$ cat src/hw/rtl/rsp_pkg.sv
// ---------------------------------------------------------------------------
// rsp_pkg
// Types, constants and helpers shared by the rain/snow partition pipeline.
// ---------------------------------------------------------------------------
package rsp_pkg;

  localparam int TempW        = 16;
  localparam int AmtW         = 32;
  localparam int MuW          = 16;
  localparam int MinW         = 20;
  localparam int FracW        = 17;  // Q1.16 fraction, 0..65536
  localparam int QuoW         = 16;
  localparam int DivW         = 19;  // divisor / remainder width
  localparam int BitsPerStage = 2;
  localparam int DivStages    = QuoW / BitsPerStage;
  localparam int PolyW        = 22;  // signed S-curve sum

  localparam logic [1:0] RegMode  = 2'd0;
  localparam logic [1:0] RegUpper = 2'd1;
  localparam logic [1:0] RegLower = 2'd2;
  localparam logic [1:0] RegMin   = 2'd3;

  localparam logic [FracW-1:0] FracOne    = 17'h10000;
  localparam logic [PolyW-1:0] HalfQ16    = 22'd32768;
  localparam logic [18:0]      CoefSquare = 19'd443023;  // 6.76 in Q.16
  localparam logic [17:0]      CoefLinear = 18'd209060;  // 3.19 in Q.16
  localparam logic [2:0]       CoefCube   = 3'd5;
  localparam logic [MuW-1:0]   MuOne      = 16'd4096;
  localparam logic [3:0]       TenC       = 4'd10;
  localparam logic [3:0]       RangeScale = 4'd14;        // 10 * 1.4

  localparam logic signed [TempW-1:0] UpperReset = 16'sd128;
  localparam logic signed [TempW-1:0] LowerReset = -16'sd128;
  localparam logic [MinW-1:0]         MinReset   = 20'd10;

  typedef struct packed {
    logic signed [TempW-1:0] temperature;
    logic [AmtW-1:0]         precip;
    logic [MuW-1:0]          precip_mu;
  } item_t;

  typedef struct packed {
    logic [AmtW-1:0] rain_amount;
    logic [AmtW-1:0] snow_amount;
    logic            config_error;
  } result_t;

  typedef struct packed {
    logic            err;
    logic            mode;
    logic            fixed;      // fraction is not divided out
    logic            fixed_one;  // fixed fraction is one, else zero
    logic            neg;        // Kienzle x <= 0
    logic            clamp;      // Kienzle |x| saturates at one
    logic [AmtW-1:0] precip;
    logic [MuW-1:0]  precip_mu;
  } side_t;

  typedef struct packed {
    side_t           side;
    logic [DivW-1:0] num;
    logic [DivW-1:0] den;
  } front_t;

  typedef struct packed {
    side_t           side;
    logic [DivW-1:0] rem;
    logic [DivW-1:0] den;
    logic [QuoW-1:0] quo;
  } divs_t;

  // one restoring step: {quotient bit, new remainder}, needs rem < den
  function automatic logic [DivW:0] div_step(input logic [DivW-1:0] rem,
                                             input logic [DivW-1:0] den);
    logic [DivW:0] r2;
    logic [DivW:0] diff;
    r2   = {rem, 1'b0};
    diff = r2 - {1'b0, den};
    if (r2 >= {1'b0, den}) begin
      return {1'b1, diff[DivW-1:0]};
    end
    return {1'b0, r2[DivW-1:0]};
  endfunction

endpackage

$ cat src/hw/rtl/rsp_div.sv
// ---------------------------------------------------------------------------
// rsp_div
// Pipelined restoring divider, two quotient bits per stage.
// ---------------------------------------------------------------------------
module rsp_div (
  input  logic            clk,
  input  logic            rst,
  input  logic            up_valid,
  output logic            up_ready,
  input  rsp_pkg::front_t up,
  output logic            dn_valid,
  input  logic            dn_ready,
  output rsp_pkg::divs_t  dn
);
  import rsp_pkg::*;

  divs_t st      [DivStages];
  divs_t st_next [DivStages];
  logic  vld     [DivStages];
  logic  rdy     [DivStages];

  always_comb begin
    divs_t       cur;
    logic [DivW:0] step;
    for (int s = 0; s < DivStages; s++) begin
      if (s == 0) begin
        cur.side = up.side;
        cur.rem  = up.num;
        cur.den  = up.den;
        cur.quo  = '0;
      end else begin
        cur = st[s-1];
      end
      for (int b = 0; b < BitsPerStage; b++) begin
        step    = div_step(cur.rem, cur.den);
        cur.rem = step[DivW-1:0];
        cur.quo = {cur.quo[QuoW-2:0], step[DivW]};
      end
      st_next[s] = cur;
    end
  end

  always_comb begin
    for (int s = 0; s < DivStages; s++) begin
      if (s == DivStages - 1) begin
        rdy[s] = !vld[s] || dn_ready;
      end else begin
        rdy[s] = !vld[s] || rdy[s+1];
      end
    end
  end

  always_ff @(posedge clk) begin
    for (int s = 0; s < DivStages; s++) begin
      if (rst) begin
        vld[s] <= 1'b0;
      end else if (rdy[s]) begin
        vld[s] <= (s == 0) ? up_valid : vld[(s == 0) ? 0 : s-1];
      end
      if (rdy[s]) begin
        st[s] <= st_next[s];
      end
    end
  end

  assign up_ready = rdy[0];
  assign dn_valid = vld[DivStages-1];
  assign dn       = st[DivStages-1];

endmodule

$ cat config.mk
export PLATFORM = sky130hd
export DESIGN_NAME = rsp_div
export DESIGN_NICKNAME = d
export VERILOG_FILES = /design/src/hw/rtl/rsp_pkg.sv /design/src/hw/rtl/rsp_div.sv
export SDC_FILE = /design/constraint.sdc
export NUM_CORES = 1
export LEC_CHECK = 0
export ABC_AREA = 1
export BUFFER_PORTS_ARGS = -buffer_cell sky130_fd_sc_hd__buf_4
export CORE_UTILIZATION = 30
export CTS_CLUSTER_DIAMETER = 30
export CTS_CLUSTER_SIZE = 12
export DETAILED_ROUTE_END_ITERATION = 10
export PLACE_DENSITY = 0.51
export SLEW_MARGIN = 0
export SYNTH_ARGS = -nofsm -noshare
export SYNTH_HDL_FRONTEND = slang
export SYNTH_SLANG_ARGS = --single-unit
export TNS_END_PERCENT = 30
$ cat constraint.sdc
create_clock -name clk -period 31.8 [get_ports clk]
set_input_delay 4.77 -clock clk [delete_from_list [all_inputs] [get_ports clk]]
set_output_delay 4.77 -clock clk [all_outputs]
set_load 0.05 [all_outputs]
* Yosys cells after proc, flatten, opt, wreduce, memory -nomap -nowiden
Memory sizes are Yosys's and may differ from the RTL's.
Cells that the tools add are included.
** Operators by class
- Add/subtract/negate cells :: 16
- $lt $le $gt $ge :: 16
- Muxes and demuxes :: 90
- Bitwise gates (word level) :: 8
- Reduce and logical (&&, ||, !) cells :: 16
** Operator list (count)
- $mux 20 :: 32
- $ge 20x19->1 :: 16
- $sub 19x19->19 :: 16
- $mux 1 :: 58
- $logic_not 1->1 :: 8
- $logic_or 1x1->1 :: 8
- $or 1x1->1 :: 8
** Word-level totals
- Register bits after elaboration :: 0
- RAM bits :: 872
- Output and inout port bits :: 110
- Logic and storage cells :: 148
- Memories :: 2
** Memories
- st :: words 8, width 108, read ports 8, clocked after Yosys merged registers in 0, wr ports 8, line rsp_div.sv:17 : divs_t st [DivStages];
- vld :: words 8, width 1, read ports 8, clocked after Yosys merged registers in 0, wr ports 8, line rsp_div.sv:19 : logic vld [DivStages];

* Logic depth before layout (Yosys ltp)
An unclocked memory read counts as a cell.
- Depth after elaboration :: 14
- Mapped depth :: 31

* Worst setup path before layout
Ideal clock, no wire load.
- Path type :: input to output
- From :: input port dn_ready
- To :: output port up_ready
- Arrival time :: 16848 ps
- Required time :: 27030 ps
- Slack :: 10182 ps
- Cell stages on the path :: 10
- Path buffers :: 0
- Path through :: nor2_1 -> inv_1 -> nor2_2 -> nand2_1 -> nor2_1 -> nand2_1 -> nor2_1 -> nand2_1 -> nor2_1 -> inv_1
** RTL lines
- from (decl) :: line rsp_div.sv:12 : input logic dn_ready,
- to (decl) :: line rsp_div.sv:9 : output logic up_ready,

==> flow_metrics.py <==
metrics = {
    "logic_synthesis": {
        "synthXorXnorAreaFrac_pct": 3.03,
        "synthAdderAreaFrac_pct": 8.14,
        "async_flop_share_pct": 0,
        "ys_seq_area_share_pct": 51.6,
        "syn_inst": 5189,
        "synth.distinct_cells": 49,
        "synth_edf_count": 816,
        "synth.most_common_cell": "nand2_1",
        "netlist_area_um2": 47400,
        "synth_area_leaders": "edfxtp_1 52%, nand2_1 13%, ha_1 7.8%",
        "syn_area_per_cell_um2": 9.14,
        "synth-simple-area-share_pct": 24.3,
        "synth_nets": 5589,
        "synth_top_area_cell": "edfxtp_1",
        "ys_ff_latch": 816,
        "yosys_warnings": 0,
        "synth_top_area_share_pct": 51.6,
        "yosys_most_used_dff": "edfxtp_1",
        "synth_compound_area_share_pct": 5.31,
        "synth_top_family_by_area": "simple AND/OR/NAND/NOR gates",
        "synthTopCellsByCount": "1684 x nand2_1, 816 x edfxtp_1, 581 x inv_1",
        "synth.mux.area_fraction_pct": 0,
    },
    "final_layout": {
        "fin_util_pct": 36.1,
        "area_delta_synth_final_pct": 19.2,
        "drive_gt1_share_pct": 12.1,
        "nets": 5815,
    },
    "clocking": {
        "cts_hold_buf": 0,
        "htree_levels": 4,
        "numCtsBuffers": 176,
        "clk_pin_slew_ps": 40,
        "post_cts_resized": 0,
        "cts.sinks": 816,
        "cts_root_buffer": "clkbuf_16",
        "insertion_delay_ps": 780,
        "cts_setup_buffers": 0,
        "cts_tree": "built",
        "cts_buffer_depth": 3,
    },
    "pwr": {
        "vdd_drop_max_v": 0.0000609,
        "internal_power_mw": 3.96,
        "clkPwrFrac_pct": 25.4,
        "p_comb_share_pct": 51.7,
        "p_seq_share_pct": 22.9,
        "switchingPower_mw": 3.23,
        "p_per_area_nw_per_um2": 127,
        "switching_share_pct": 45.0,
        "cellLeakagePower_nw": 25.9,
    },
    "floorplanning": {
        "coreArea_um2": 157000,
        "start_util_pct": 30.3,
        "row_count": 145,
        "pin_count": 206,
        "dieArea_um2": 160000,
        "die_w_um": 400,
        "fp.dieH_um": 400,
    },
    "place": {
        "gp_congestion": 0.907,
        "numPortBuffers": 205,
        "dpl.hpwl_um": 105000,
    },
    "critical_path": {
        "crit_type": "input pin to primary output",
        "slowest_delay_ps": 540,
        "cp.arrival_ps": 9410,
        "crit_path_start_kind": "input pin",
        "path_cells": "buf_4, nor2_1, inv_6, nor2_2, nand2_4, nor2_1, nand2_4, nor2_1, nand2_4, nor2_1, inv_4, buf_4",
        "cpMostUsedCell": "nor2_1",
        "path_buf_inv": 4,
        "worst_setup_path_end_kind": "primary output",
        "critPathRequiredTime_ps": 27030,
        "slowest_stage": "nor2_1",
        "path_max_fanout": 82,
        "critPathTopFamily": "simple AND/OR/NAND/NOR gates",
    },
    "worst_hold_path": {
        "hold_class": "flip-flop to flip-flop",
    },
    "drt": {
        "drt_iter0_markers": 2609,
        "via_count": 35669,
        "wire_per_inst_um": 17.6,
        "drt.antenna.violating_nets": 0,
        "avgViaCountPerCell": 4.68,
        "drc": 0,
        "first_pass_iters": 6,
        "routed_wl_um": 134000,
    },
    "timing": {
        "min_period_ps": 14180,
        "max_freq_mhz": 70.5,
        "final.setup_skew_ps": 64.5,
        "setup_viol": 0,
        "fin_setup_tns_ps": 0,
        "slew_headroom_pct": 31.3,
        "hold_violations": 0,
        "rsz0062_at_grt": "no",
        "layout_worst_path_cycle_share_pct": 44.6,
        "finalMaxSlewViolations": 0,
        "worst_slew_pin_slew_ps": 1030,
    },
    "run": {
        "cap_violations": 0,
    },
    "outcome": {
        "outcome": "completed",
    },
    "global_routing": {
        "grt.total_usage_pct": 16.7,
        "antenna_found_initial": 15,
        "grt_overflow": 0,
        "grt_pass1_vias": 34498,
        "grt_pass1_wl_um": 203000,
        "grt_start_max_net_pins": 83,
    },
}
## state kept, by name, indices dropped and copies added, names as in the netlist
name,flops
vld,8
st,808
## layout by cell type, fill, tap and decap left out, types with 14 or more instances in the layout
master,netlist,routed
nor2_2,26,26
a31oi_1,17,17
nand2_1,1684,1681
clkbuf_1,4,20
nand3b_1,56,56
clkinv_1,4,21
buf_4,124,217
nand3_2,27,27
nand3_1,358,358
clkinvlp_4,0,27
nor2_1,306,306
o21ai_1,15,15
nor3_1,35,35
o21bai_1,28,28
nand4_1,80,80
nand2_2,14,14
clkinv_4,0,18
edfxtp_1,816,816
xor2_1,98,98
or2_2,35,35
clkbuf_16,0,176
o21ai_0,103,103
a21oi_1,257,257
inv_1,581,576
ha_1,296,296
inv_2,21,21
clkinv_2,0,31
bufinv_16,0,21
xnor2_1,66,66
## area by class of cell
type / count / area, um^2
sequential: 816 / 24500
fill: 15809 / 100000
clock inverter: 136 / 1680
inverter: 608 / 2300
clock buffer: 196 / 4480
timing repair buffer: 217 / 1630
tap: 2058 / 2570
antenna: 2 / 5.00
multi-input combinational: 3596 / 19400
## through the flow
stage          worst slack [ps]  hold WS, ps  power, mW  cells  instance area, um^2
6_report                  17620          356       7.19   7629                56500
5_1_grt                   17050          370       7.80   7627                56500
4_1_cts                   17360          359       7.22   7627                56500
3_5_place_dp              17360          405       5.35   7295                50400
3_3_place_gp              17370          400       5.34   7295                50400
2_1_floorplan             10180          400       4.50   5189                47400
## logic make-up (layout without fill, tap and decap cells)
group	Yosys count	in the layout
other	0	2
adders and majority gates	304	304
AOI/OAI and AO/OA	461	461
DFF	816	816
buffers and inverters	777	1157
xor gates and xnor gates	164	164
and+or+nand+nor	2667	2667
## path summary, 6_finish.rpt
kind | from | endpoint | slack (ps) | depth (start not counted)
worst min-delay path | st[1][171] | st[1][279] | 360 | 0
worst max register to register | st[0][232] | st[0][377] | 25070 | 19
worst min register to register | st[1][171] | st[1][279] | 360 | 0
worst max-delay path | dn_ready | up_ready | 17620 | 12
## routing by layer
layer | vias up | track usage [%] | part of all wire [%]
met1 | 16678 | 22.8 | 47
li1 | 17850 | - | -
met4 | 10 | 5.12 | 2.3
met2 | 935 | 26.5 | 45
met5 | - | 0 | 0.056
met3 | 196 | 3.26 | 5.6
## power groups by stage
stage,combinational (mW),clock [mW],sequential [mW]
floorplan,2.91,0,1.59
global placement,3.67,0,1.66
detailed placement,3.68,0,1.66
CTS,3.70,1.87,1.65
global route,4.21,1.93,1.66
finish,3.72,1.83,1.64
Power figures use the tool's default switching activity.
