===== config.mk =====
export PLATFORM = sky130hd
export DESIGN_NAME = rsp_front
export DESIGN_NICKNAME = d
export VERILOG_FILES = /design/src/hw/rtl/rsp_pkg.sv /design/src/hw/rtl/rsp_front.sv
export SDC_FILE = /design/constraint.sdc
export NUM_CORES = 1
export LEC_CHECK = 0
export ABC_AREA = 1
export BUFFER_PORTS_ARGS = -buffer_cell sky130_fd_sc_hd__buf_2
export CAP_MARGIN = 20
export CORE_MARGIN = 2
export CORE_UTILIZATION = 30
export DETAILED_ROUTE_END_ITERATION = 10
export SYNTH_ARGS = -nofsm -noshare
export SYNTH_HDL_FRONTEND = slang
export SYNTH_SLANG_ARGS = --single-unit

===== constraint.sdc =====
create_clock -name clk -period 13.7 [get_ports clk]
set_input_delay 1.37 -clock clk [delete_from_list [all_inputs] [get_ports clk]]
set_output_delay 1.37 -clock clk [all_outputs]
set_load 0.005 [all_outputs]

===== src/hw/rtl/rsp_pkg.sv =====
// ---------------------------------------------------------------------------
// rsp_pkg
// Types, constants and helpers shared by the rain/snow partition pipeline.
// ---------------------------------------------------------------------------
package rsp_pkg;

  localparam int TempW        = 16;
  localparam int AmtW         = 32;
  localparam int MuW          = 16;
  localparam int MinW         = 20;
  localparam int FracW        = 17;  // Q1.16 fraction, 0..65536
  localparam int QuoW         = 16;
  localparam int DivW         = 19;  // divisor / remainder width
  localparam int BitsPerStage = 2;
  localparam int DivStages    = QuoW / BitsPerStage;
  localparam int PolyW        = 22;  // signed S-curve sum

  localparam logic [1:0] RegMode  = 2'd0;
  localparam logic [1:0] RegUpper = 2'd1;
  localparam logic [1:0] RegLower = 2'd2;
  localparam logic [1:0] RegMin   = 2'd3;

  localparam logic [FracW-1:0] FracOne    = 17'h10000;
  localparam logic [PolyW-1:0] HalfQ16    = 22'd32768;
  localparam logic [18:0]      CoefSquare = 19'd443023;  // 6.76 in Q.16
  localparam logic [17:0]      CoefLinear = 18'd209060;  // 3.19 in Q.16
  localparam logic [2:0]       CoefCube   = 3'd5;
  localparam logic [MuW-1:0]   MuOne      = 16'd4096;
  localparam logic [3:0]       TenC       = 4'd10;
  localparam logic [3:0]       RangeScale = 4'd14;        // 10 * 1.4

  localparam logic signed [TempW-1:0] UpperReset = 16'sd128;
  localparam logic signed [TempW-1:0] LowerReset = -16'sd128;
  localparam logic [MinW-1:0]         MinReset   = 20'd10;

  typedef struct packed {
    logic signed [TempW-1:0] temperature;
    logic [AmtW-1:0]         precip;
    logic [MuW-1:0]          precip_mu;
  } item_t;

  typedef struct packed {
    logic [AmtW-1:0] rain_amount;
    logic [AmtW-1:0] snow_amount;
    logic            config_error;
  } result_t;

  typedef struct packed {
    logic            err;
    logic            mode;
    logic            fixed;      // fraction is not divided out
    logic            fixed_one;  // fixed fraction is one, else zero
    logic            neg;        // Kienzle x <= 0
    logic            clamp;      // Kienzle |x| saturates at one
    logic [AmtW-1:0] precip;
    logic [MuW-1:0]  precip_mu;
  } side_t;

  typedef struct packed {
    side_t           side;
    logic [DivW-1:0] num;
    logic [DivW-1:0] den;
  } front_t;

  typedef struct packed {
    side_t           side;
    logic [DivW-1:0] rem;
    logic [DivW-1:0] den;
    logic [QuoW-1:0] quo;
  } divs_t;

  // one restoring step: {quotient bit, new remainder}, needs rem < den
  function automatic logic [DivW:0] div_step(input logic [DivW-1:0] rem,
                                             input logic [DivW-1:0] den);
    logic [DivW:0] r2;
    logic [DivW:0] diff;
    r2   = {rem, 1'b0};
    diff = r2 - {1'b0, den};
    if (r2 >= {1'b0, den}) begin
      return {1'b1, diff[DivW-1:0]};
    end
    return {1'b0, r2[DivW-1:0]};
  endfunction

endpackage


===== src/hw/rtl/rsp_front.sv =====
// ---------------------------------------------------------------------------
// rsp_front
// Entry stage: threshold checks, ramp / S-curve argument and divider operands.
// ---------------------------------------------------------------------------
module rsp_front (
  input  logic                          clk,
  input  logic                          rst,
  input  logic                          mode,
  input  logic signed [rsp_pkg::TempW-1:0] upper_temp,
  input  logic signed [rsp_pkg::TempW-1:0] lower_temp,
  input  logic                          item_valid,
  output logic                          item_ready,
  input  rsp_pkg::item_t                item,
  output logic                          stage_valid,
  input  logic                          stage_ready,
  output rsp_pkg::front_t               stage
);
  import rsp_pkg::*;

  logic signed [TempW:0] t_ext;
  logic signed [TempW:0] up_ext;
  logic signed [TempW:0] lo_ext;
  logic signed [TempW:0] d_t;
  logic signed [TempW:0] t_lo;
  logic signed [TempW:0] up_lo;
  logic [TempW:0]        d_abs;
  logic [MinW-1:0]       mag_ten;
  logic [DivW-1:0]       den14;
  logic                  in_ramp;
  front_t                stage_next;

  always_comb begin
    t_ext   = {item.temperature[TempW-1], item.temperature};
    up_ext  = {upper_temp[TempW-1], upper_temp};
    lo_ext  = {lower_temp[TempW-1], lower_temp};
    d_t     = t_ext - up_ext;
    t_lo    = t_ext - lo_ext;
    up_lo   = up_ext - lo_ext;
    d_abs   = d_t[TempW] ? -d_t : d_t;
    mag_ten = {4'b0, d_abs[TempW-1:0]} * {16'b0, TenC};
    den14   = {4'b0, lower_temp[TempW-2:0]} * {15'b0, RangeScale};
    in_ramp = (t_ext > lo_ext) && (t_ext < up_ext);

    stage_next.side.mode      = mode;
    stage_next.side.neg       = (d_t <= 0);
    stage_next.side.clamp     = (mag_ten >= {1'b0, den14});
    stage_next.side.precip    = item.precip;
    stage_next.side.precip_mu = item.precip_mu;
    stage_next.side.fixed_one = (t_ext >= up_ext);
    if (!mode) begin
      stage_next.side.err   = (up_ext <= lo_ext);
      stage_next.side.fixed = !in_ramp;
      stage_next.num        = {3'b0, t_lo[TempW-1:0]};
      stage_next.den        = {3'b0, up_lo[TempW-1:0]};
    end else begin
      stage_next.side.err   = (lo_ext <= 0);
      stage_next.side.fixed = 1'b0;
      stage_next.num        = stage_next.side.clamp ? '0 : mag_ten[DivW-1:0];
      stage_next.den        = den14;
    end
    // keep the divider on legal operands when its answer is not used
    if (stage_next.side.err || stage_next.side.fixed) begin
      stage_next.num = '0;
      stage_next.den = DivW'(1);
    end
  end

  assign item_ready = !stage_valid || stage_ready;

  always_ff @(posedge clk) begin
    if (rst) begin
      stage_valid <= 1'b0;
    end else if (item_ready) begin
      stage_valid <= item_valid;
    end
    if (item_ready) begin
      stage <= stage_next;
    end
  end

endmodule


## Yosys cells after proc, flatten, opt, wreduce, memory -nomap -nowiden

Index checks and enable logic that the tools add are counted.

- Magnitude comparators: 7
- Reduce and logical (&&, ||, !) cells: 7
- $mul: 2
- Bitwise operators: 1
- Mux-type cells: 5
- Add/subtract/negate cells: 4

Operators by type and width:

| cell | number |
|---|---|
| 2-to-1 mux 35 bit | 1 |
| 2-to-1 mux 16 bit | 2 |
| subtractor 16 bit | 2 |
| >= comparator 20 x 19 -> 1 bit | 1 |
| multiplier 16 x 3 -> 19 bit, second input constant | 1 |
| multiplier 15 x 3 -> 18 bit, second input constant | 1 |
| less-or-equal comparator 17 x 1 -> 1 bit, second input constant | 1 |
| subtractor 16 x 16 -> 17 bit | 1 |
| >= comparator 16 bit | 1 |
| greater-than comparator 16 bit | 1 |
| less-or-equal comparator 16 x 1 -> 1 bit, second input constant | 1 |
| less-or-equal comparator 16 bit | 1 |
| < comparator 16 bit | 1 |
| negation 16 bit | 1 |
| OR reduction 3 bit | 1 |
| logical NOT 1 bit | 2 |
| logical OR 1 bit | 2 |
| 2-to-1 mux 1 bit | 2 |
| OR reduction 2 bit | 1 |
| logical AND 1 bit | 1 |
| inverter 1 bit | 1 |

- Flip-flop bits (word level): 93
- Word-level logic and storage cells: 39
- Output and inout bits: 94

## Longest topological paths before layout

- Depth in word-level cells: 7
- Mapped depth: 44
- Depth with buffers taken out: 42

## Worst setup path before layout

OpenSTA, ideal clock, no wires.

- Kind: input-to-reg
- Start: input port item[48] (netlist bit)
- End: register stage[28] (netlist bit), data pin
- Data required time: 13554 ps
- Stages on the path: 43
- Data arrival time: 6306 ps
- Setup slack: 7248 ps
- Cell sequence: inv_1 ha_1 fa_1 inv_1 nand3_1 nand2_1 nand2_2 nand2_2 nand2_2 nand2_2 nand2_1 nand2_1 nand2_2 nand2_4 inv_2 buf_6 nand2_1 xor2_1 [... 7 more ...] nand2_1 nand2_1 a21oi_1 xor2_1 inv_1 ha_1 nand2_1 nor2_1 a211oi_1 nand2_1 nand2_1 nand2_1 nand2_1 nand2_1 nor2_2 clkbuf_8 nand3_1 a21oi_1

- Word-level cells in the longest chain between the ends: 7

Ends and longest elaborated chain:

| what | line | text |
|---|---|---|
| from (decl) | rsp_front.sv:13 | `input rsp_pkg::item_t item,` |
| subtractor 16 x 16 -> 17 bit | rsp_front.sv:36 | `d_t = t_ext - up_ext;` |
| negation 16 bit | rsp_front.sv:39 | `d_abs = d_t[TempW] ? -d_t : d_t;` |
| 2-to-1 mux 16 bit | rsp_front.sv:39 |  |
| multiplier 16 x 3 -> 19 bit | rsp_front.sv:40 | `mag_ten = {4'b0, d_abs[TempW-1:0]} * {16'b0, TenC};` |
| >= comparator 20 x 19 -> 1 bit | rsp_front.sv:46 | `stage_next.side.clamp = (mag_ten >= {1'b0, den14});` |
| 2-to-1 mux 16 bit | rsp_front.sv:58 | `stage_next.num = stage_next.side.clamp ? '0 : mag_ten[DivW-1:0];` |
| 2-to-1 mux 35 bit | rsp_front.sv:50 | `if (!mode) begin` |
| to (signal assigned) | rsp_front.sv:77 | `stage <= stage_next;` |
| to (decl) | rsp_front.sv:16 | `output rsp_pkg::front_t stage` |

Several ways; a longest one is shown, not always the timed one.
A chain may end at the register's enable or synchronous reset.

## Worst setup path in the final report

- Start: input port upper_temp[0] (netlist bit)
- End: register stage[37] (netlist bit), data pin

- Word-level cells in the longest chain between the ends: 6

Ends and longest elaborated chain:

| what | line | text |
|---|---|---|
| from (decl) | rsp_front.sv:9 | `input logic signed [rsp_pkg::TempW-1:0] upper_temp,` |
| subtractor 16 x 16 -> 17 bit / < comparator 16 bit (equally long branches) | rsp_front.sv:36, rsp_front.sv:42 |  |
| negation 16 bit / logical AND 1 bit (equally long branches) | rsp_front.sv:39, rsp_front.sv:42 |  |
| 2-to-1 mux 16 bit / logical NOT 1 bit (equally long branches) | rsp_front.sv:39, rsp_front.sv:52 |  |
| multiplier 16 x 3 -> 19 bit / 2-to-1 mux 1 bit (equally long branches) | rsp_front.sv:40, rsp_front.sv:50 |  |
| >= comparator 20 x 19 -> 1 bit / logical OR 1 bit (equally long branches) | rsp_front.sv:46, rsp_front.sv:62 |  |
| OR reduction 3 bit (no source line) | -- |  |

Several ways; a longest one is shown, not always the timed one.

==> results.yml <==
placement:
  place_area_sq_um: 10150
  dpl.hpwl_um: 22620
  gp_congestion: 0.9274
  io_buffers: 194
  place_inst: 1636
clock_network:
  clk_pin_slew_ns: 0.07
  numCtsBuffers: 9
  ctsHoldBuffers: 0
  clk-insertion-delay-late_ns: 0.36
  htreeDepth: 3
  post_cts_buffers: 0
  cts_tree: "built"
  clock_path_buffers: 2
  cts-resized-gates: 0
  cts-root-buf: "clkbuf_16"
  cts_sinks: 93
sta:
  hold_viol: 0
  timing.fmax_mhz: 141.6
  rsz0062_at_grt: "false"
  min_period_ns: 7.061
  maxSlewViolCount: 0
  worst_slew_pin_slew_ns: 0.9985
  tns_ns: 0
  skew_ns: 0.007347
  period_share: 0.5154
  max_slew_margin: 0.3336
  setup_viol: 0
floorplan:
  initial_utilization: 0.3056
  die_h_um: 175.2
  fp.dieArea_sq_um: 30710
  ios: 195
  rows: 62
  fp.coreArea_sq_um: 28780
  die_w_um: 175.2
critical_path:
  crit_required_ns: 13.91
  crit_type: "input pin to flip-flop"
  rr_worst_depth: 2
  cp-end-kind: "flip-flop"
  r2r-start: "stage_valid"
  reg2reg_slack_ns: 11.84
  r2r-end: "stage[27]"
  cpMostUsedCell: "nand2_1"
  crit_arrival_ns: 7.27
  max_stage_delay_ns: 0.48
  crit_fanout: 17
  crit_slowest_cell: "nor2_2"
  start_kind: "input pin"
layout:
  nets: 1497
  final_cell_count_no_fill: 1653
  seq_area_sq_um: 2783
  drive_gt1_frac: 0.2145
  fillerInstances: 2998
  multi_input_area_sq_um: 5263
  fin_util: 0.3634
  areaGrowthSynthToFinish_pct: 18.89
  fin_area_sq_um: 10460
grt:
  antenna_found_initial: 2
  globalRouteTotalUtil: 0.1707
  grt_max_degree: 50
  grt_pass1_wl_um: 40290
  gr-total-overflow: 0
  grt_pass1_vias: 7344
routing:
  vias: 7916
  drt-initial-drc-count: 581
  ant_nets: 0
  firstDrtPassIters: 5
  wirelength_um: 26590
  detail_route.wl_per_cell_um: 16.08
  vias_per_cell: 4.789
  route.detailed.drc: 0
flow_run:
  maxCapViolCount: 0
min_path:
  min_to: "stage_valid"
  hold_depth: 2
  min_from: "stage_valid"
  min_path_type: "flip-flop to flip-flop"
logic_synthesis:
  synthArstFlopShare: 0
  synth_top_cell_by_area: "edfxtp_1"
  yosys.area.top_type_share: 0.3141
  ys_seq_elements: 93
  synth.yosys.seq_area_share: 0.3164
  ys_types: 50
  syn-num-nets: 1303
  yosysWarningCount: 0
  synth.area.top_cells: "edfxtp_1, ha_1, nand2_1"
  synth-edff-count: 92
  ys.flop_type: "edfxtp_1"
  syn_area_sq_um: 8796
  avgSynthCellArea_sq_um: 8.228
  synth_cells: 1069
status:
  status: "completed"
power:
  leakage_uw: 0.005371
  p_total_uw: 1607
  power_density_nw_per_um2: 153.7
  ir_worst_vdd_mv: 0.07640
## registers in the layout, summed over array words and instances (netlist names)
name         cells
stage           92
stage_valid      1
## worst max-delay path, delay by kind of cell
family / cells / cell delay (ns)
AO/OA/AOI/OAI: 4 / 0.92
XOR/XNOR: 2 / 0.36
adder cells (fa/ha/maj): 5 / 1.65
buffers and inverters: 5 / 0.54
AND/OR/NAND/NOR: 24 / 2.44
## cell usage in the layout (no fill, tap or decap), types with 17 or more instances in the layout
master and count:
nand3_1 50, o21ai_0 39, xor2_1 36, edfxtp_1 92, nand2_2 17, fa_1 19, ha_1 114, nand2_1 217
buf_2 194, nor2_1 72, a21oi_1 89, inv_1 171
## worst max-delay path by stage
stage	from	endpoint	slack, ns	cells after the start
floorplan	item[48]	stage[28]	7.25	43
global placement	item[48]	stage[37]	6.46	41
detailed placement	upper_temp[0]	stage[37]	6.41	40
CTS	upper_temp[0]	stage[37]	6.72	40
global route	item[48]	stage[36]	5.97	41
finish	upper_temp[0]	stage[37]	6.64	40
## routing by layer
| layer | track usage | wire length, um | part of all wire | vias to the layer above |
|---|---|---|---|---|
| met4 | 0.05104 | 555 | 0.021 | 0 |
| met5 | 0 | 0 | 0 | - |
| met2 | 0.2628 | 11260 | 0.42 | 318 |
| met3 | 0.03133 | 2284 | 0.086 | 42 |
| met1 | 0.2425 | 12490 | 0.47 | 3580 |
| li1 | - | - | - | 3976 |
## cells in the mapped netlist (2+ instances only)
master / count
a21oi_1: 89
clkbuf_8: 2
fa_1: 19
nand3b_1: 7
or2_2: 9
nand2_4: 4
a31o_2: 2
edfxtp_1: 92
a21boi_0: 2
clkbuf_1: 4
a21o_1: 6
o221ai_1: 3
buf_6: 4
o31ai_1: 2
o21bai_1: 7
xor2_2: 3
nand2_2: 17
nor2_1: 72
o21ai_0: 39
nor3_1: 11
o41ai_1: 2
o21ai_2: 5
a211oi_1: 6
ha_1: 114
o21ai_1: 6
inv_1: 171
nand4_1: 16
xor2_1: 36
a31oi_1: 8
nor2_2: 7
xnor2_1: 12
nand3_2: 5
nor4_1: 2
nand3_1: 50
nand2_1: 218
a21oi_2: 3
## metrics by stage
stage	hold slack [ns]	setup slack (ns)
after floorplan	1.439	7.248
after global placement	1.022	6.458
after detailed placement	1.046	6.409
after CTS	1.057	6.722
after global routing	1.131	5.970
final	1.014	6.639
## cell type report
class	instances	share of cell area
clock buffer	9	0.02154
sequential	93	0.2661
timing repair buffer	195	0.09356
antenna	1	0.0002393
clock inverter	7	0.007657
multi-input combinational	792	0.5032
inverter	172	0.06174
tap	384	0.04594
## power by group
group          total, uW  leakage [uW]  internal (uW)  switching [uW]
clock                251      0.000145            129             122
combinational        981       0.00423            359             621
sequential           375      0.000999            363            11.6
## cells by family (layout without fill, tap and decap cells)
logic type	count (synthesis)	count (layout)	synth area share
flip-flops	93	93	0.3164
adder cells (fa/ha/maj)	133	133	0.2054
AND/OR/NAND/NOR	423	423	0.2155
AO/OA/AOI/OAI	184	184	0.1213
XOR/XNOR	52	52	0.05519
other	0	1	0
buffers and inverters	184	383	0.08620
Note: power is estimated with default switching activity, not from simulation.
