## src/hw/rtl/rsp_pkg.sv

```systemverilog
// ---------------------------------------------------------------------------
// rsp_pkg
// Types, constants and helpers shared by the rain/snow partition pipeline.
// ---------------------------------------------------------------------------
package rsp_pkg;

  localparam int TempW        = 16;
  localparam int AmtW         = 32;
  localparam int MuW          = 16;
  localparam int MinW         = 20;
  localparam int FracW        = 17;  // Q1.16 fraction, 0..65536
  localparam int QuoW         = 16;
  localparam int DivW         = 19;  // divisor / remainder width
  localparam int BitsPerStage = 2;
  localparam int DivStages    = QuoW / BitsPerStage;
  localparam int PolyW        = 22;  // signed S-curve sum

  localparam logic [1:0] RegMode  = 2'd0;
  localparam logic [1:0] RegUpper = 2'd1;
  localparam logic [1:0] RegLower = 2'd2;
  localparam logic [1:0] RegMin   = 2'd3;

  localparam logic [FracW-1:0] FracOne    = 17'h10000;
  localparam logic [PolyW-1:0] HalfQ16    = 22'd32768;
  localparam logic [18:0]      CoefSquare = 19'd443023;  // 6.76 in Q.16
  localparam logic [17:0]      CoefLinear = 18'd209060;  // 3.19 in Q.16
  localparam logic [2:0]       CoefCube   = 3'd5;
  localparam logic [MuW-1:0]   MuOne      = 16'd4096;
  localparam logic [3:0]       TenC       = 4'd10;
  localparam logic [3:0]       RangeScale = 4'd14;        // 10 * 1.4

  localparam logic signed [TempW-1:0] UpperReset = 16'sd128;
  localparam logic signed [TempW-1:0] LowerReset = -16'sd128;
  localparam logic [MinW-1:0]         MinReset   = 20'd10;

  typedef struct packed {
    logic signed [TempW-1:0] temperature;
    logic [AmtW-1:0]         precip;
    logic [MuW-1:0]          precip_mu;
  } item_t;

  typedef struct packed {
    logic [AmtW-1:0] rain_amount;
    logic [AmtW-1:0] snow_amount;
    logic            config_error;
  } result_t;

  typedef struct packed {
    logic            err;
    logic            mode;
    logic            fixed;      // fraction is not divided out
    logic            fixed_one;  // fixed fraction is one, else zero
    logic            neg;        // Kienzle x <= 0
    logic            clamp;      // Kienzle |x| saturates at one
    logic [AmtW-1:0] precip;
    logic [MuW-1:0]  precip_mu;
  } side_t;

  typedef struct packed {
    side_t           side;
    logic [DivW-1:0] num;
    logic [DivW-1:0] den;
  } front_t;

  typedef struct packed {
    side_t           side;
    logic [DivW-1:0] rem;
    logic [DivW-1:0] den;
    logic [QuoW-1:0] quo;
  } divs_t;

  // one restoring step: {quotient bit, new remainder}, needs rem < den
  function automatic logic [DivW:0] div_step(input logic [DivW-1:0] rem,
                                             input logic [DivW-1:0] den);
    logic [DivW:0] r2;
    logic [DivW:0] diff;
    r2   = {rem, 1'b0};
    diff = r2 - {1'b0, den};
    if (r2 >= {1'b0, den}) begin
      return {1'b1, diff[DivW-1:0]};
    end
    return {1'b0, r2[DivW-1:0]};
  endfunction

endpackage

```

## src/hw/rtl/rsp_back.sv

```systemverilog
// ---------------------------------------------------------------------------
// rsp_back
// S-curve polynomial, amount scaling, small-part snapping and output word.
// ---------------------------------------------------------------------------
module rsp_back (
  input  logic                         clk,
  input  logic                         rst,
  input  logic [rsp_pkg::MinW-1:0]     min_amount,
  input  logic                         up_valid,
  output logic                         up_ready,
  input  rsp_pkg::divs_t               up,
  output logic                         result_valid,
  input  logic                         result_stall,
  output rsp_pkg::result_t             result
);
  import rsp_pkg::*;

  // stage 1: fraction or |x|, x^2, linear term
  side_t           s1;
  logic [FracW-1:0] a1;
  logic [FracW-1:0] x2_1;
  logic [18:0]      c3_1;
  // stage 2: x^3, square term
  side_t           s2;
  logic [FracW-1:0] a2;
  logic [FracW-1:0] x3_2;
  logic [19:0]      c2_2;
  logic [18:0]      c3_2;
  // stage 3: final fraction
  side_t           s3;
  logic [FracW-1:0] frac3;
  // stage 4: raw rain
  side_t           s4;
  logic [AmtW-1:0]  rain4;

  logic v1, v2, v3, v4;
  logic r1, r2, r3, r4, r5;

  logic [FracW-1:0]     a_next;
  logic [2*FracW-1:0]   sq;
  logic [FracW+17:0]    lin;
  logic [2*FracW-1:0]   cube;
  logic [FracW+18:0]    sqc;
  logic [18:0]          c1;
  logic signed [PolyW-1:0] f_sum;
  logic [FracW-1:0]     frac_next;
  logic [FracW+AmtW-1:0] prod;
  logic [AmtW-1:0]      rain;
  logic [AmtW-1:0]      snow_raw;

  always_comb begin
    if (up.side.fixed) begin
      a_next = up.side.fixed_one ? FracOne : '0;
    end else if (up.side.mode && up.side.clamp) begin
      a_next = FracOne;
    end else begin
      a_next = {1'b0, up.quo};
    end
    sq   = a_next * a_next;
    lin  = {1'b0, a_next} * {17'b0, CoefLinear};
    cube = x2_1 * a1;
    sqc  = {2'b0, x2_1} * {17'b0, CoefSquare};
    c1   = {2'b0, x3_2} * {16'b0, CoefCube};
    if (s2.neg) begin
      f_sum = $signed(HalfQ16) - $signed({3'b0, c1}) + $signed({2'b0, c2_2})
            - $signed({3'b0, c3_2});
    end else begin
      f_sum = $signed(HalfQ16) + $signed({3'b0, c1}) - $signed({2'b0, c2_2})
            + $signed({3'b0, c3_2});
    end
    if (!s2.mode) begin
      frac_next = a2;
    end else if (f_sum < 0) begin
      frac_next = '0;
    end else if (f_sum > $signed({5'b0, FracOne})) begin
      frac_next = FracOne;
    end else begin
      frac_next = f_sum[FracW-1:0];
    end
    prod = frac3 * s3.precip;
    // snapping rules, in order
    rain = rain4;
    if (rain < {12'b0, min_amount}) begin
      rain = '0;
    end
    snow_raw = s4.precip - rain;
    if (snow_raw < {12'b0, min_amount}) begin
      rain = s4.precip;
    end
    if (s4.precip_mu < MuOne) begin
      rain = s4.precip;
    end
  end

  assign r5       = !result_valid || !result_stall;
  assign r4       = !v4 || r5;
  assign r3       = !v3 || r4;
  assign r2       = !v2 || r3;
  assign r1       = !v1 || r2;
  assign up_ready = r1;

  always_ff @(posedge clk) begin
    if (rst) begin
      v1           <= 1'b0;
      v2           <= 1'b0;
      v3           <= 1'b0;
      v4           <= 1'b0;
      result_valid <= 1'b0;
    end else begin
      if (r1) v1 <= up_valid;
      if (r2) v2 <= v1;
      if (r3) v3 <= v2;
      if (r4) v4 <= v3;
      if (r5) result_valid <= v4;
    end
    if (r1) begin
      s1   <= up.side;
      a1   <= a_next;
      x2_1 <= sq[FracW+15:16];
      c3_1 <= lin[34:16];
    end
    if (r2) begin
      s2   <= s1;
      a2   <= a1;
      x3_2 <= cube[FracW+15:16];
      c2_2 <= sqc[35:16];
      c3_2 <= c3_1;
    end
    if (r3) begin
      s3    <= s2;
      frac3 <= frac_next;
    end
    if (r4) begin
      s4    <= s3;
      rain4 <= prod[AmtW+15:16];
    end
    if (r5) begin
      if (s4.err) begin
        result.rain_amount <= '0;
        result.snow_amount <= '0;
      end else begin
        result.rain_amount <= rain;
        result.snow_amount <= s4.precip - rain;
      end
      result.config_error <= s4.err;
    end
  end

endmodule

```

## config.mk

```make
export PLATFORM = sky130hd
export DESIGN_NAME = rsp_back
export DESIGN_NICKNAME = d
export VERILOG_FILES = /design/src/hw/rtl/rsp_pkg.sv /design/src/hw/rtl/rsp_back.sv
export SDC_FILE = /design/constraint.sdc
export NUM_CORES = 2
export LEC_CHECK = 0
export ABC_AREA = 1
export BUFFER_PORTS_ARGS = -buffer_cell sky130_fd_sc_hd__buf_2
export CORE_MARGIN = 8
export CORE_UTILIZATION = 59
export CTS_BUF_LIST = sky130_fd_sc_hd__clkbuf_8 sky130_fd_sc_hd__clkbuf_16
export DETAILED_ROUTE_END_ITERATION = 16
export GPL_TIMING_DRIVEN = 0
export PLACE_DENSITY = 0.79
export SYNTH_ARGS = -nofsm -noshare
export SYNTH_HDL_FRONTEND = slang
export SYNTH_SLANG_ARGS = --single-unit
```

## constraint.sdc

```tcl
create_clock -name clk -period 7.2 [get_ports clk]
set_clock_uncertainty 0.1 [all_clocks]
set_input_delay 0.36 -clock clk [delete_from_list [all_inputs] [get_ports clk]]
set_output_delay 0.36 -clock clk [all_outputs]
set_load 0.01 [all_outputs]
```

# == Word-level counts from Yosys, hierarchy flattened ==
# Cells that the tools add are included.
# totals
out_inout_bits,67
in_bits,132
register_bits,445
elab_cells,74
# op_classes
add_sub_neg,8
mux,10
n_reduce_logical,12
order_cmp,5
multipliers,6
# op_table
operator,n
$mux W17,6
$mux W32,3
$mul A17 B17 Y33,2
$lt A32 B20 Y1,2
$sub A32 B32 Y32,2
$mul A17 B32 Y48,1
$mul A17 B19 Y36 const B,1
$mul A17 B16 Y33 const B,1
$add A20 B21 Y22,1
$add A21 B20 Y22,1
$gt A22 B18 Y1 const B,1
$lt A22 B1 Y1 const B,1
$mux W22,1
$sub A22 B20 Y22,1
$sub A20 B20 Y21,1
$add A16 B19 Y20 const A,1
$sub A16 B19 Y20 const A,1
$mul A17 B3 Y19 const B,1
$lt A16 B13 Y1 const B,1
$logic_not A1 Y1,6
$logic_or A1 B1 Y1,5
$logic_and A1 B1 Y1,1

# == Longest topological paths before layout ==
# depth
depth_word,9
depth_mapped,62
depth_no_buf,57

# == Least setup slack after synthesis ==
# OpenSTA, ideal clock, no wires.
# synth_timing
path_type,input port to flip-flop
startpoint,in result_stall
endpoint,reg a2[0] (enable)
arrival_ns,6.928
path_stages,7
path_buffers,0
slack_ns,-0.293
setup_time_ns,0.465
required_time_ns,6.635
path_cell_list,nand2_1 > nor2_1 > inv_1 > nor2_1 > inv_1 > nor2_1 > inv_1
# synth_between
elab_chain_len,5
# synth_lines
item,line,source
"start, declared",rsp_back.sv:13,"input logic result_stall,"
$logic_not A1 Y1,rsp_back.sv:95,assign r5 = !result_valid || !result_stall;
$logic_or A1 B1 Y1,rsp_back.sv:95,
$logic_or A1 B1 Y1,rsp_back.sv:96,assign r4 = !v4 || r5;
via r4,rsp_back.sv:37,"logic r1, r2, r3, r4, r5;"
$logic_or A1 B1 Y1,rsp_back.sv:97,assign r3 = !v3 || r4;
via r3,rsp_back.sv:37,
$logic_or A1 B1 Y1,rsp_back.sv:98,assign r2 = !v2 || r3;
via r2,rsp_back.sv:37,
"end signal, assigned",rsp_back.sv:124,a2 <= a1;
"end, declared",rsp_back.sv:25,logic [FracW-1:0] a2;
# The timed path passes the listed nets, and every way through them passes these cells.
# A chain may end at the register's enable or synchronous reset.

# == Final worst setup path ==
# layout_timing
startpoint,reg rain4[5]
endpoint,reg result[33] (netlist name) (data pin)
# layout_between
elab_chain_len,6
# layout_lines
item,line,source
"start, declared",rsp_back.sv:34,logic [AmtW-1:0] rain4;
"start signal, assigned",rsp_back.sv:135,rain4 <= prod[AmtW+15:16];
$lt A32 B20 Y1,rsp_back.sv:83,"if (rain < {12'b0, min_amount}) begin"
$mux W32 *,rsp_back.sv:83,
$sub A32 B32 Y32,rsp_back.sv:86,snow_raw = s4.precip - rain;
$lt A32 B20 Y1,rsp_back.sv:87,"if (snow_raw < {12'b0, min_amount}) begin"
$mux W32 *,rsp_back.sv:87,
$mux W32 *,rsp_back.sv:90,if (s4.precip_mu < MuOne) begin
"end, declared",rsp_back.sv:14,output rsp_pkg::result_t result
# Every way passes the cells marked *; elsewhere a longest branch is shown, timed or not.

==> results.ini <==
[floorplan]
pin_count = 199
die_h_microns = 350
die_w_microns = 350
rows = 122
initial_core_util_pct = 59.4
fp.dieArea_sq_um = 122000
fp.coreArea_sq_um = 111000

[placed_design]
dp_hpwl_microns = 152000
place_congestion = 0.973
io_buffers = 148
dpl_cell_area_sq_um = 68500

[drt]
drt_wl_total_microns = 187000
via_per_inst = 5.51
drtIter0Drc = 4432
drt-wirelength-per-cell_microns = 19.8
drt_first_pass_iters = 6
num_vias = 52035
antenna_left = 0
drcViolationCount = 0

[yosys]
synth_cells = 7537
synth_top_cell_by_area = fa_1
ys_seq_area_share_pct = 18.1
avgSynthCellArea_sq_um = 8.72
ys_types = 59
syn-cell-area_sq_um = 65700
yosysTopAreaCellShare_pct = 31.4
synth_ff_type = edfxtp_1
ys_ff_latch = 397
synth_area_leaders = fa_1 31%, edfxtp_1 18%, ha_1 16%
synth_edf_count = 392
async_flop_share_pct = 0
yosysWarnings = 0

[timing]
timing.fmax_mhz = 135
hold_viol_final = 0
whs_ps = 239
setup_viol_count_final = 18
setup_ws_ps = -220
grt_setup_unrepaired = true
drv_slew = 0
finalCritPeriodShare_pct = 103
layout_min_cycle_time_ps = 7420
worst_pin_slew_ps = 994
relSlewSlack_pct = 33.5

[cts]
cts_sinks = 397
htree_levels = 2
clockRootBuffer = clkbuf_16
clk_latency_ps = 640
clk_pin_slew_ps = 60
cts_made_buffers = 44
cts_tree = done
clockBufferDepth = 3

[final_layout]
synthToLayoutAreaGrowth_pct = 11.0
final_area_sq_um = 72900
nets = 9913
fill_cells = 8872
drive_gt1_share_pct = 9.75
fin_util_pct = 66.0

[setup_path]
crit_path_frequent_cell = buf_4
cp_max_fo = 5
worstSetupEndpointType = flip-flop
cp_slowest_cell = edfxtp_1
cp.arrival_ps = 7800
crit_path_start_kind = flip-flop
max_stage_delay_ps = 450
path_class = reg2reg
required_ps = 7580

[grt]
antenna_found_initial = 4
grt_pass1_wl_microns = 291000
grt_max_degree = 72
grt_pass1_vias = 54016
overflow = 0
gr-usage-all-layers_pct = 30.3

[run_status]
violations = negative setup slack
outcome = finished with violations

[run]
cap_violations = 0

[worst_hold_path]
hold_path.class = in2reg

## sequential cells by signal, summed over array words and instances (netlist names)
register      count
result           65
s1               39
s2               39
s3               37
s4               37
rain4            32
c2_2             20
c3_1             19
c3_2             19
a1               17
a2               17
frac3            17
x2_1             17
x3_2             17
result_valid      1
v1                1
v2                1
v3                1
v4                1
## layout make-up
class | count | area [sq um] | area share [%]
Sequential cell | 397 | 11900 | 16.3
Multi-Input combinational cell | 5018 | 47000 | 64.4
Buffer | 182 | 936 | 1.28
Inverter | 1927 | 7260 | 9.96
Timing Repair inverter | 1 | 8.76 | 0.0120
Tap cell | 1488 | 1860 | 2.55
Clock inverter | 36 | 377 | 0.516
Clock buffer | 44 | 1100 | 1.51
Timing Repair Buffer | 355 | 2530 | 3.47
Antenna cell | 2 | 5.00 | 0.00686
## cell usage after synthesis (all sizes together) (3+ instances only)
cell type  number
nand3b          4
o211ai         11
nor4           10
o221ai          4
o2111ai         4
inv          1916
o31ai           8
xnor2          66
nor2          389
o21a           24
edfxtp        392
and2            3
nand4          72
nand3         108
a21boi          8
ha            826
a211oi         23
buf            13
a21oi         331
nand2        1647
xor2          143
a21o           19
dfxtp           5
clkinv         11
and3            3
a221oi          4
o21ai         164
clkbuf        203
nor3           30
a31oi          23
o21bai         17
fa           1029
or2            13
## per-layer routing
| layer | vias to the layer above | share of wire [%] | track usage, % |
|---|---|---|---|
| met5 | - | 0.0075 | 0 |
| met4 | 2 | 6.9 | 16.7 |
| met3 | 602 | 8.2 | 4.44 |
| met2 | 2319 | 47 | 51.2 |
| met1 | 25420 | 37 | 37.6 |
| li1 | 23692 | - | - |
## placed cells by master, fill, tap and decap left out, drive strengths merged, types with 11 or more instances in the layout
cell type / synthesis / routed
a211oi: 23 / 23
a21o: 19 / 19
a21oi: 331 / 331
a31oi: 23 / 23
buf: 13 / 335
clkbuf: 203 / 205
clkinv: 11 / 26
conb: 2 / 23
dlygate4sd3: 0 / 41
edfxtp: 392 / 392
fa: 1029 / 1029
ha: 826 / 826
inv: 1916 / 1926
nand2: 1647 / 1647
nand3: 108 / 108
nand4: 72 / 72
nor2: 389 / 389
nor3: 30 / 30
o211ai: 11 / 11
o21a: 24 / 24
o21ai: 164 / 164
o21bai: 17 / 17
or2: 13 / 13
xnor2: 66 / 66
xor2: 143 / 143
## final timing paths
kind	startpoint	endpoint	slack [ps]	cells after the start
setup / recovery	rain4[5]	result[33]	-220	54
setup reg to reg	rain4[5]	result[33]	-220	54
hold reg to reg	c3_1[0]	c3_2[0]	320	0
hold / removal	up[1]	a1[1]	240	3
## timing repair
item,in CTS,in global routing
resized for setup,230,241
setup buffers,93,70
pin swaps,69,81
hold buffers,41,0
gates cloned,3,0
hold endpoints to repair,44,0
setup endpoints to repair,89,77
## worst max-delay path: cells and delay by family (launching register included)
kind	cells	cell delay, ps
AO/OA/AOI/OAI	8	1140
XOR/XNOR	1	140
adder cells (fa/ha/maj)	3	760
buffers and inverters	23	2930
flip-flops	1	450
AND/OR/NAND/NOR	19	1680
## logic make-up (layout without fill, tap and decap cells)
logic type               Yosys count  after routing  synth area share [%]
other                              2             25                0.0114
XOR/XNOR                         209            209                  2.79
AO/OA/AOI/OAI                    650            650                  5.56
multiplexers                       1              1                0.0152
AND/OR/NAND/NOR                 2280           2280                  14.2
flip-flops                       397            397                  18.1
adder cells (fa/ha/maj)         1855           1855                  47.1
buffers and inverters           2143           2545                  12.3
## stage by stage
stage / TNS [ps] / std cells / worst slack (ps)
floorplan: 0 / 7558 / 72.4
global placement: -517410 / 9194 / -2570
detailed placement: -66650 / 9199 / -1740
CTS: -130 / 9400 / -56.0
global route: -6960 / 9450 / -470
finish: -1580 / 9450 / -220
Power is left out: the tool's default activity adds up to more than one toggle a clock period on the data nets, which glitch-free logic cannot reach.
